`config.mk`:
```
export PLATFORM = sky130hd
export DESIGN_NAME = sliding_window_entropy_top
export DESIGN_NICKNAME = d
export VERILOG_FILES = /design/src/rtl/swe_pkg.sv /design/src/rtl/sliding_window_entropy_top.sv /design/src/rtl/swe_cnt_ram.sv
export VERILOG_INCLUDE_DIRS = /design/src /design/src/rtl
export SDC_FILE = /design/constraint.sdc
export NUM_CORES = 2
export LEC_CHECK = 0
export BUFFER_PORTS_ARGS = -buffer_cell sky130_fd_sc_hd__buf_4
export CAP_MARGIN = 30
export CORE_UTILIZATION = 60
export CTS_CLUSTER_SIZE = 28
export DETAILED_ROUTE_END_ITERATION = 10
export PLACE_DENSITY = 0.84
export RECOVER_POWER = 25
export SYNTH_ARGS = -nofsm -noshare
export SYNTH_HDL_FRONTEND = slang
export SYNTH_HIERARCHICAL = 1
export SYNTH_SLANG_ARGS = --single-unit
```
`constraint.sdc`:
```
create_clock -name clk_i -period 46.7 [get_ports clk_i]
set_input_delay 9.34 -clock clk_i [delete_from_list [all_inputs] [get_ports clk_i]]
set_output_delay 9.34 -clock clk_i [all_outputs]
set_load 0.01 [all_outputs]
```
`src/rtl/sliding_window_entropy_top_defines.svh`:
```
// Assertion macros used by the sliding window entropy top module.
`ifndef SLIDING_WINDOW_ENTROPY_TOP_DEFINES_SVH
`define SLIDING_WINDOW_ENTROPY_TOP_DEFINES_SVH

// Property that must hold at every clock edge outside reset.
`define SWE_ASSERT(lbl, prop, msg) \
  lbl: assert property (@(posedge clk_i) disable iff (!rst_ni) (prop)) else $error(msg);

// Condition that must never be seen outside reset.
`define SWE_ASSERT_NEVER(lbl, cond, msg) \
  lbl: assert property (@(posedge clk_i) disable iff (!rst_ni) !(cond)) else $error(msg);

`endif

```
`src/rtl/swe_pkg.sv`:
```
// Types, constants and the log2 helper of the sliding window entropy block.
package swe_pkg;

  localparam int unsigned SAMPLE_W   = 8;
  localparam int unsigned ENT_W      = 19;
  localparam int unsigned CNT_W      = 8;
  localparam int unsigned TERM_W     = 16;
  localparam int unsigned NUM_VALUES = 256;
  localparam int unsigned VAL_W      = 8;
  localparam int unsigned ODATA_W    = 24;

  typedef logic [VAL_W-1:0] val_t;
  typedef logic [CNT_W-1:0] cnt_t;

  typedef struct packed {
    logic en;
    val_t addr;
  } cnt_rd_t;

  typedef struct packed {
    logic en;
    val_t addr;
    cnt_t data;
  } cnt_wr_t;

  // log2(n) in unsigned Q7.24, truncated; n in 1..255. Elaboration use only.
  function automatic logic [30:0] lg_q24(input logic [7:0] n);
    logic [2:0]  k;
    logic [63:0] m;
    logic [30:0] r;
    k = 3'd0;
    for (int j = 1; j < 8; j++) begin
      if ((n >> j) != 8'd0) k = j[2:0];
    end
    m = {56'd0, n} << (6'd30 - {3'd0, k});
    r = {4'd0, k, 24'd0};
    for (int i = 23; i >= 0; i--) begin
      m = (m * m) >> 30;
      if (m >= (64'd2 << 30)) begin
        m    = m >> 1;
        r[i] = 1'b1;
      end
    end
    return r;
  endfunction

endpackage

```
`src/rtl/sliding_window_entropy_top.sv`:
```
// Sliding window Shannon entropy of a signed 8-bit sample stream.
//
// Input channel s_axis: one transaction carries one sample (tdata[7:0], signed).
// Output channel m_axis: one transaction per sample; tdata[18:0] holds the window
// entropy in bits as unsigned Q3.16, tuser flags a full window. During warm-up
// (the first WINDOW samples) the entropy field reads 0 and tuser is low.
// Path: an accepted sample passes the count-up step, the count-down step and the
// output buffer before it shows on m_axis.
// Pacing: each sample needs two read-modify-write passes (count up for the new value, count
// down for the leaving value) on the single read port of the count memory, so the input is
// closed while the leaving count is read; the next sample may enter in the count-down step.
// Reset: counts read as zero at once through per-entry valid bits; no sweep is
// run, so the block takes samples from the first cycle after reset.
// Stall: results wait in a two-entry output buffer. At most two samples are
// outstanding (in the count steps or waiting in the buffer), so the input stalls
// while two are held, also in a cycle in which the receiver takes one.
`include "sliding_window_entropy_top_defines.svh"

module sliding_window_entropy_top #(
  parameter int unsigned WINDOW = 64
) (
  input  logic                          clk_i,
  input  logic                          rst_ni,
  input  logic                          s_axis_tvalid,
  output logic                          s_axis_tready,
  input  logic [swe_pkg::SAMPLE_W-1:0]  s_axis_tdata,   // [7:0] sample
  output logic                          m_axis_tvalid,
  input  logic                          m_axis_tready,
  output logic [swe_pkg::ODATA_W-1:0]   m_axis_tdata,   // [18:0] entropy, [23:19] zero
  output logic                          m_axis_tuser    // [0] window_full
);
  import swe_pkg::*;

  localparam int unsigned IdxW     = (WINDOW > 1) ? $clog2(WINDOW) : 1;
  localparam int unsigned WarmW    = $clog2(WINDOW + 1);
  localparam int unsigned TermDen  = WINDOW * 256;
  localparam int unsigned TermHalf = TermDen / 2;

  // Term for count c: round(c * (lg(WINDOW) - lg(c)) / (WINDOW * 256)).
  function automatic logic [TERM_W-1:0] term_calc(input int unsigned c);
    logic [63:0] l;
    logic [63:0] p;
    if (c == 0) begin
      return '0;
    end
    l = 64'(lg_q24(8'(WINDOW))) - 64'(lg_q24(8'(c)));
    p = (64'(c) * l + 64'(TermHalf)) / TermDen;
    return TERM_W'(p);
  endfunction

  // Term ROM, constant at elaboration.
  logic [TERM_W-1:0] term_rom [WINDOW];
  for (genvar g = 0; g < WINDOW; g++) begin : g_rom
    assign term_rom[g] = term_calc(g);
  end

  // Input side and sequencing.
  logic             in_acc;
  val_t             in_val;
  logic [IdxW-1:0]  ptr_q;
  logic [WarmW-1:0] warm_q;
  logic             in_full;
  logic [1:0]       outst_q;
  logic             ph1_q, ph2_q;
  logic             full1_q, full2_q;
  val_t             v1_q, old2_q;

  // Delay line memory (value indices).
  val_t dl_mem [WINDOW];
  val_t dl_rd_q;

  // Count memory ports.
  cnt_rd_t cnt_rd;
  cnt_wr_t cnt_wr;
  cnt_t    cnt_cur;
  cnt_t    cnt_new;

  // Entropy.
  logic [ENT_W-1:0]  ent_q, ent_d;
  logic [TERM_W-1:0] term_old, term_new;
  logic              ent_upd;

  // Output buffer.
  logic             push, pop;
  logic [ENT_W-1:0] push_ent;
  logic             out_vld_q, skid_vld_q;
  logic [ENT_W-1:0] out_ent_q, skid_ent_q;
  logic             out_full_q, skid_full_q;
  logic             out_load, out_from_skid, skid_load;

  // Take a sample unless one entered last cycle or two are outstanding.
  assign s_axis_tready = !ph1_q && (outst_q != 2'd2);
  assign in_acc        = s_axis_tvalid && s_axis_tready;
  assign in_val        = {~s_axis_tdata[SAMPLE_W-1], s_axis_tdata[SAMPLE_W-2:0]};
  assign in_full       = (32'(warm_q) == WINDOW);

  always_ff @(posedge clk_i) begin
    if (in_acc) begin
      dl_rd_q        <= dl_mem[ptr_q];
      dl_mem[ptr_q]  <= in_val;
    end
  end

  always_ff @(posedge clk_i or negedge rst_ni) begin
    if (!rst_ni) begin
      ptr_q   <= '0;
      warm_q  <= '0;
      ph1_q   <= 1'b0;
      ph2_q   <= 1'b0;
      full1_q <= 1'b0;
      full2_q <= 1'b0;
      outst_q <= '0;
      ent_q   <= '0;
    end else begin
      ph1_q   <= in_acc;
      ph2_q   <= ph1_q;
      full2_q <= full1_q;
      outst_q <= outst_q + {1'b0, in_acc} - {1'b0, pop};
      if (in_acc) begin
        full1_q <= in_full;
        ptr_q   <= (32'(ptr_q) == WINDOW - 1) ? '0 : ptr_q + 1'b1;
        if (!in_full) begin
          warm_q <= warm_q + 1'b1;
        end
      end
      if (ent_upd) begin
        ent_q <= ent_d;
      end
    end
  end

  always_ff @(posedge clk_i) begin
    if (in_acc) begin
      v1_q <= in_val;
    end
    if (ph1_q) begin
      old2_q <= dl_rd_q;
    end
  end

  // Read the new value's count at accept, the leaving value's count in the next cycle once the window is full.
  always_comb begin
    cnt_rd.en   = in_acc || (ph1_q && full1_q);
    cnt_rd.addr = in_acc ? in_val : dl_rd_q;
  end

  // Count up in the first step, count down in the second.
  assign cnt_new = ph1_q ? cnt_cur + 1'b1 : cnt_cur - 1'b1;

  always_comb begin
    cnt_wr.en   = ph1_q || (ph2_q && full2_q);
    cnt_wr.addr = ph1_q ? v1_q : old2_q;
    cnt_wr.data = cnt_new;
  end

  swe_cnt_ram u_cnt_ram (
    .clk_i     (clk_i),
    .rst_ni    (rst_ni),
    .rd_i      (cnt_rd),
    .wr_i      (cnt_wr),
    .rd_data_o (cnt_cur)
  );

  // Swap the old term for the new; counts of WINDOW and above contribute 0.
  always_comb begin
    term_old = (32'(cnt_cur) < WINDOW) ? term_rom[cnt_cur[IdxW-1:0]] : '0;
    term_new = (32'(cnt_new) < WINDOW) ? term_rom[cnt_new[IdxW-1:0]] : '0;
    ent_upd  = cnt_wr.en;
    ent_d    = ent_q - {{(ENT_W-TERM_W){1'b0}}, term_old}
                     + {{(ENT_W-TERM_W){1'b0}}, term_new};
  end

  // Result leaves the second step.
  assign push     = ph2_q;
  assign push_ent = full2_q ? ent_d : '0;
  assign pop      = out_vld_q && m_axis_tready;

  assign out_from_skid = pop && skid_vld_q;
  assign out_load      = push && (!out_vld_q || (pop && !skid_vld_q));
  assign skid_load     = push && !out_load;

  always_ff @(posedge clk_i or negedge rst_ni) begin
    if (!rst_ni) begin
      out_vld_q  <= 1'b0;
      skid_vld_q <= 1'b0;
    end else begin
      out_vld_q  <= out_load || out_from_skid || (out_vld_q && !pop);
      skid_vld_q <= skid_load || (skid_vld_q && !pop);
    end
  end

  always_ff @(posedge clk_i) begin
    if (out_from_skid) begin
      out_ent_q  <= skid_ent_q;
      out_full_q <= skid_full_q;
    end else if (out_load) begin
      out_ent_q  <= push_ent;
      out_full_q <= full2_q;
    end
    if (skid_load) begin
      skid_ent_q  <= push_ent;
      skid_full_q <= full2_q;
    end
  end

  assign m_axis_tvalid = out_vld_q;
  assign m_axis_tdata  = {{(ODATA_W-ENT_W){1'b0}}, out_ent_q};
  assign m_axis_tuser  = out_full_q;

  // The count-up step and the count-down step are never active together.
  `SWE_ASSERT_NEVER(a_steps_excl, ph1_q && ph2_q, "count steps overlap")
  // A result never arrives at a full output buffer that is not draining.
  `SWE_ASSERT_NEVER(a_no_overflow, push && skid_vld_q && !pop, "output buffer overflow")
  // Buffered results are always counted as outstanding.
  `SWE_ASSERT(a_outst_cover, 2'(out_vld_q) + 2'(skid_vld_q) <= outst_q, "outstanding count too low")
  // A full-window result implies the warm-up has ended.
  `SWE_ASSERT(a_full_warm, (m_axis_tvalid && m_axis_tuser) |-> in_full, "full window during warm-up")

endmodule

```
`src/rtl/swe_cnt_ram.sv`:
```
// Value count memory: 256 counts, read-first, cleared by valid bits, with write bypass.
module swe_cnt_ram (
  input  logic            clk_i,
  input  logic            rst_ni,
  input  swe_pkg::cnt_rd_t rd_i,
  input  swe_pkg::cnt_wr_t wr_i,
  output swe_pkg::cnt_t    rd_data_o
);
  import swe_pkg::*;

  cnt_t                  mem [NUM_VALUES];
  cnt_t                  mem_rd_q;
  logic [NUM_VALUES-1:0] vld_q;
  logic                  rd_vld_q;
  logic                  byp_q;
  cnt_t                  byp_data_q;

  always_ff @(posedge clk_i) begin
    if (wr_i.en) begin
      mem[wr_i.addr] <= wr_i.data;
    end
    if (rd_i.en) begin
      mem_rd_q <= mem[rd_i.addr];
    end
  end

  always_ff @(posedge clk_i or negedge rst_ni) begin
    if (!rst_ni) begin
      vld_q    <= '0;
      rd_vld_q <= 1'b0;
      byp_q    <= 1'b0;
    end else begin
      if (wr_i.en) begin
        vld_q[wr_i.addr] <= 1'b1;
      end
      if (rd_i.en) begin
        rd_vld_q <= vld_q[rd_i.addr];
        // forward a write to the same entry issued in the read cycle
        byp_q    <= wr_i.en && (wr_i.addr == rd_i.addr);
      end
    end
  end

  always_ff @(posedge clk_i) begin
    if (rd_i.en) begin
      byp_data_q <= wr_i.data;
    end
  end

  assign rd_data_o = byp_q ? byp_data_q : (rd_vld_q ? mem_rd_q : '0);

endmodule
```
# Yosys cells after proc, flatten, opt, wreduce, memory -nomap -nowiden
# Memory sizes are Yosys's and may differ from the RTL's. A register that Yosys moved wholly into a read port is not among the register bits.
# Cells that the tools add are included.
# word_totals
rom_bits	2048
out_inout_bits	27
ff_bits	362
ramBits	2560
word_cells	99
mem_count	4
# op_classes
order_cmp	7
add_sub_neg	8
mux	25
reduce_logical	26
eq_ne	4
bitwise	5
# mem_list
memory	words	width	rd	rd_ports_with_merged_regs	write_ports	line_no	rtl
u_cnt_ram.mem	256	8	1	1	1	swe_cnt_ram.sv:11	cnt_t mem [NUM_VALUES];
(no name shown)	64	16	1	0	0	sliding_window_entropy_top.sv:167	term_new = (32'(cnt_new) < WINDOW) ? term_rom[cnt_new[IdxW-1:0]] : '0;
(no name shown)	64	16	1	0	0	sliding_window_entropy_top.sv:166	term_old = (32'(cnt_cur) < WINDOW) ? term_rom[cnt_cur[IdxW-1:0]] : '0;
dl_mem	64	8	1	1	1	sliding_window_entropy_top.sv:69	val_t dl_mem [WINDOW];
# ops
operator	n
$or A256 B256 Y256	1
$mux W16	6
$mux W19	3
$mux W8	5
$add A19 B16 Y19	1
$sub A19 B16 Y19	1
$lt A8 B9 Y1 const B	2
$lt A8 B7 Y1 const B	2
$ge A7 B7 Y1 const B	2
$not A6 Y7	2
$logic_and A1 B1 Y1	13
$add A8 B1 Y8 const B	1
$bmux W1 S8	1
$demux W1 S8	1
$eq A8 B8 Y1	1
$ge A8 B1 Y1 const B	1
$mux W1	8
$sub A8 B1 Y8 const B	1
$add A7 B1 Y7 const B	1
$eq A7 B7 Y1 const B	1
$add A6 B1 Y6 const B	1
$eq A6 B6 Y1 const B	1
$logic_or A1 B1 Y1	6
$mux W6	1
other kinds (7)	12

# Longest topological paths before layout
# logic_depth
ltp_word	13
depth_mapped	26

# By module
# The synthesis kept the hierarchy.
# modules_own_cells
mod	cells_per_inst	area_each_um2	seq_area_each_um2	instances
swe_cnt_ram	4315	89472.1	68435.6	1
sliding_window_entropy_top	2102	28808.9	18297.5	1

# Worst setup path after synthesis
# No wires, ideal clock.
# synth_path
path_type	flip-flop to flip-flop
startpoint	reg u_cnt_ram.rd_vld_q
endpoint	reg u_cnt_ram.byp_data_q[6], data pin
setup_time_ps	1462
n_path_buf	3
path_stages_with_launch	13
arrival_time_ps	13424
path_slack_ps	31814
t_required_ps	45238
path_cell_list	dfrtp_1 nor2b_1 clkbuf_1 a22o_1 buf_2 inv_1 buf_1 fa_1 nor2b_2 o311a_1 o21a_1 o21ai_0 nor2b_1
# synth_via
elab_chain_len	4
# synth_rtl
item	line_no	rtl
start: declaration	swe_cnt_ram.sv:14	logic rd_vld_q;
start signal: assignment	swe_cnt_ram.sv:37	rd_vld_q <= vld_q[rd_i.addr];
$mux W8 (*) (2 in a row)	swe_cnt_ram.sv:50	assign rd_data_o = byp_q ? byp_data_q : (rd_vld_q ? mem_rd_q : '0);
net cnt_cur[0]	sliding_window_entropy_top.sv:75	cnt_t cnt_cur;
$sub A8 B1 Y8 / $add A8 B1 Y8 (equally long branches)	sliding_window_entropy_top.sv:148	assign cnt_new = ph1_q ? cnt_cur + 1'b1 : cnt_cur - 1'b1;
$mux W8 (*)	sliding_window_entropy_top.sv:148	
net cnt_new[6]	sliding_window_entropy_top.sv:76	cnt_t cnt_new;
end signal: assignment	swe_cnt_ram.sv:46	byp_data_q <= wr_i.data;
end: declaration	swe_cnt_ram.sv:16	cnt_t byp_data_q;
# Mark *: on every way through the listed nets, which the timed path passes. The rest lies on a longest branch.
# A chain may end at the register's enable or synchronous reset.

==> flow_summary.json <==
{
  "ir_worst_vdd_uv": 199.7,
  "yosysMostFrequentCell": "edfxtp_1",
  "critPathLaunchType": "primary input",
  "synthTopCellsByCount": "edfxtp_1, mux4_2, nor2_1",
  "worstSetupPathType": "in2reg",
  "hold_viol_final": 0,
  "arrival_ps": 15870,
  "grt_max_degree": 258,
  "numCtsBuffers": 299,
  "violations": "max-capacitance violations, max-slew violations",
  "critPathMaxFanout": 59,
  "synth_flop_cell": "edfxtp_1",
  "tightest_slew_ps": 4649,
  "p_sw_uw": 3842,
  "maxCapViolCount": 15,
  "syn_inst": 6417,
  "path_clk_slew_ps": 60,
  "finalCritPeriodShare": 0.3246,
  "switching_share": 0.3749,
  "clockBufferDepth": 4,
  "rsz0062_at_grt": "no",
  "synth.avg_cell_area_um2": 18.43,
  "hold_class": "reg2reg",
  "synth-seq-area-share": 0.7333,
  "grt_pass1_wl_um": 465800,
  "drive_gt1_frac": 0.2343,
  "globalplace.congestion": 0.9071,
  "tns_ps": 0,
  "drcViolationCount": 0,
  "cts_tree": "yes",
  "ys_ff_latch": 2938,
  "grt-ovfl-total": 0,
  "finalNonFillerCells": 9393,
  "synth_edf_count": 2640,
  "first_iter_violations": 11930,
  "wirelength_um": 326900,
  "vias": 68190,
  "port_buffers": 33,
  "row_count": 162,
  "power_density_nw_per_um2": 78.20,
  "seqPwrFrac": 0.371,
  "cts_resized": 0,
  "endpoint_kind": "flip-flop",
  "ys_warn_count": 6,
  "chipHeight_um": 446,
  "initial_core_util": 0.6053,
  "grtUsageTotal": 0.3248,
  "synth_top_cell_by_area": "edfxtp_1",
  "syn_area_um2": 118300,
  "cts_setup_buffers": 0,
  "clkSinkCount": 2938,
  "die_area_um2": 198900,
  "finalNetCount": 6612,
  "synthArstFlopShare": 0.1014,
  "io_pins": 39,
  "dr.pass1.iters": 8,
  "clk_latency_ps": 980,
  "fmax_mhz": 65.97,
  "die_width_um": 446,
  "placedCellCount": 8815,
  "yosys-top-cells-area": "edfxtp_1, mux4_2, dfrtp_1, a22oi_1, nor2_1",
  "final_max_slew_viol_count": 625,
  "cts_hold_buf": 0,
  "crit_required_ps": 47410,
  "yosys.area.top_type_share": 0.6702,
  "vias_per_cell": 7.259,
  "root_buffer": "clkbuf_16",
  "p_leak_uw": 0.04344,
  "max_slew_margin": -2.116,
  "grt_pass1_vias": 67640,
  "coreArea_um2": 195400,
  "skew_ps": 81.04,
  "grt_antenna_before_repair": 16,
  "intPower_uw": 6407,
  "synth.distinct_cells": 89,
  "combPwrFrac": 0.394,
  "area_growth_pct": 10.81,
  "dp_hpwl_um": 170600,
  "wl_per_cell_um": 34.80,
  "setup_viol": 0,
  "min_period_ps": 15160,
  "power.total_uw": 10250,
  "status": "finished, violations left",
  "p_clk_frac": 0.235,
  "htreeDepth": 5,
  "final_antenna_net_count": 0
}
-- critical path: stages --
cell	delay, ps
buf_4	120
nand2_1	390
clkinv_1	190
buf_4	390
nand2_1	170
nand2_4	530
buf_4	810
buf_4	840
buf_4	790
mux4_2	410
a22oi_1	280
a21oi_1	120
nor4_1	870
o22ai_1	170
or2_1	280
-- layout by cell type (no fill, tap or decap), types with 26 or more instances in the layout --
cell	n
nand3_1	56
buf_4	107
dfrtp_1	295
inv_1	71
clkinv_1	46
or2_2	263
clkbuf_1	145
a22oi_1	295
nor3_1	37
clkbuf_16	311
ha_1	46
a22o_1	27
mux2_2	68
edfxtp_1	2640
o21ai_0	103
o22ai_1	49
mux2i_1	80
a21oi_1	248
a211oi_1	37
nand2_1	180
clkinv_2	39
nor2_1	449
mux4_2	638
nor4_1	30
bufinv_16	26
-- routing by layer --
layer	vias up	routed length, um	global-route usage
met5	-	73	0
met4	12	23610	0.1903
met3	1530	45050	0.09434
met2	6595	153900	0.5035
met1	34060	104200	0.4117
li1	26000	-	-
-- cell type report --
type / count / area [um^2]
timing repair buffer: 226 / 1841
tap: 2624 / 3283
clock inverter: 128 / 1309
multi-input combinational: 2992 / 29240
clock buffer: 396 / 8282
inverter: 80 / 339.1
sequential: 2938 / 86740
antenna: 9 / 22.52
fill: 11340 / 64340
-- metrics by stage --
stage	hold slack, ps	setup WS, ps	area (um^2)	util
floorplan	374.0	31810	118300	-
CTS	464.2	31740	130800	0.6696
finish	465.3	31540	131100	0.6707
detailed placement	447.4	30890	121200	0.6205
global placement	435.1	31020	120700	0.6179
global route	473.0	30950	131000	0.6707
-- sequential cells by signal, summed over array words and instances (netlist names) --
| register | cells |
|---|---|
| u_cnt_ram/mem | 2048 |
| dl_mem | 512 |
| u_cnt_ram/vld_q | 256 |
| ent_q | 19 |
| out_ent_q | 19 |
| skid_ent_q | 19 |
| dl_rd_q | 8 |
| old2_q | 8 |
| u_cnt_ram/byp_data_q | 8 |
| u_cnt_ram/mem_rd_q | 8 |
| v1_q | 8 |
| warm_q | 7 |
| ptr_q | 6 |
| outst_q | 2 |
| full1_q | 1 |
| full2_q | 1 |
| m_axis_tuser | 1 |
| m_axis_tvalid | 1 |
| ph1_q | 1 |
| ph2_q | 1 |
| skid_full_q | 1 |
| skid_vld_q | 1 |
| u_cnt_ram/byp_q | 1 |
| u_cnt_ram/rd_vld_q | 1 |
-- cells by family (layout without fill, tap and decap cells) --
kind of cell | Yosys count | count (layout) | synth area share
AOI/OAI and AO/OA | 932 | 932 | 0.05285
xor gates and xnor gates | 41 | 41 | 0.003099
buffers and inverters | 491 | 830 | 0.02027
and+or+nand+nor | 1163 | 1163 | 0.04781
DFF | 2938 | 2938 | 0.7333
muxes | 788 | 788 | 0.1349
other | 1 | 14 | 0.00003170
adders and majority gates | 63 | 63 | 0.007743
-- power groups by stage --
stage / Sequential [uW] / Combinational [uW] / Clock, uW
floorplan: 3990 / 2570 / 0
global placement: 3810 / 3610 / 0
detailed placement: 3830 / 3760 / 0
CTS: 3780 / 3840 / 2400
global route: 3800 / 4190 / 2500
finish: 3800 / 4040 / 2410
-- final timing paths --
path | start | end | slack [ps] | depth (start not counted)
min in group asynchronous | rst_ni | ent_q[2] | 8460 | 1
worst max-delay path | s_axis_tvalid | u_cnt_ram/mem_rd_q[7] | 31540 | 15
max in group asynchronous | rst_ni | u_cnt_ram/vld_q[111] | 36230 | 4
worst min-delay path | u_cnt_ram/vld_q[78] | u_cnt_ram/vld_q[78] | 470 | 1
worst min register to register | u_cnt_ram/vld_q[78] | u_cnt_ram/vld_q[78] | 470 | 1
worst max register to register | u_cnt_ram/byp_q | ent_q[10] | 31650 | 22
Note: power is estimated with default switching activity, not from simulation.
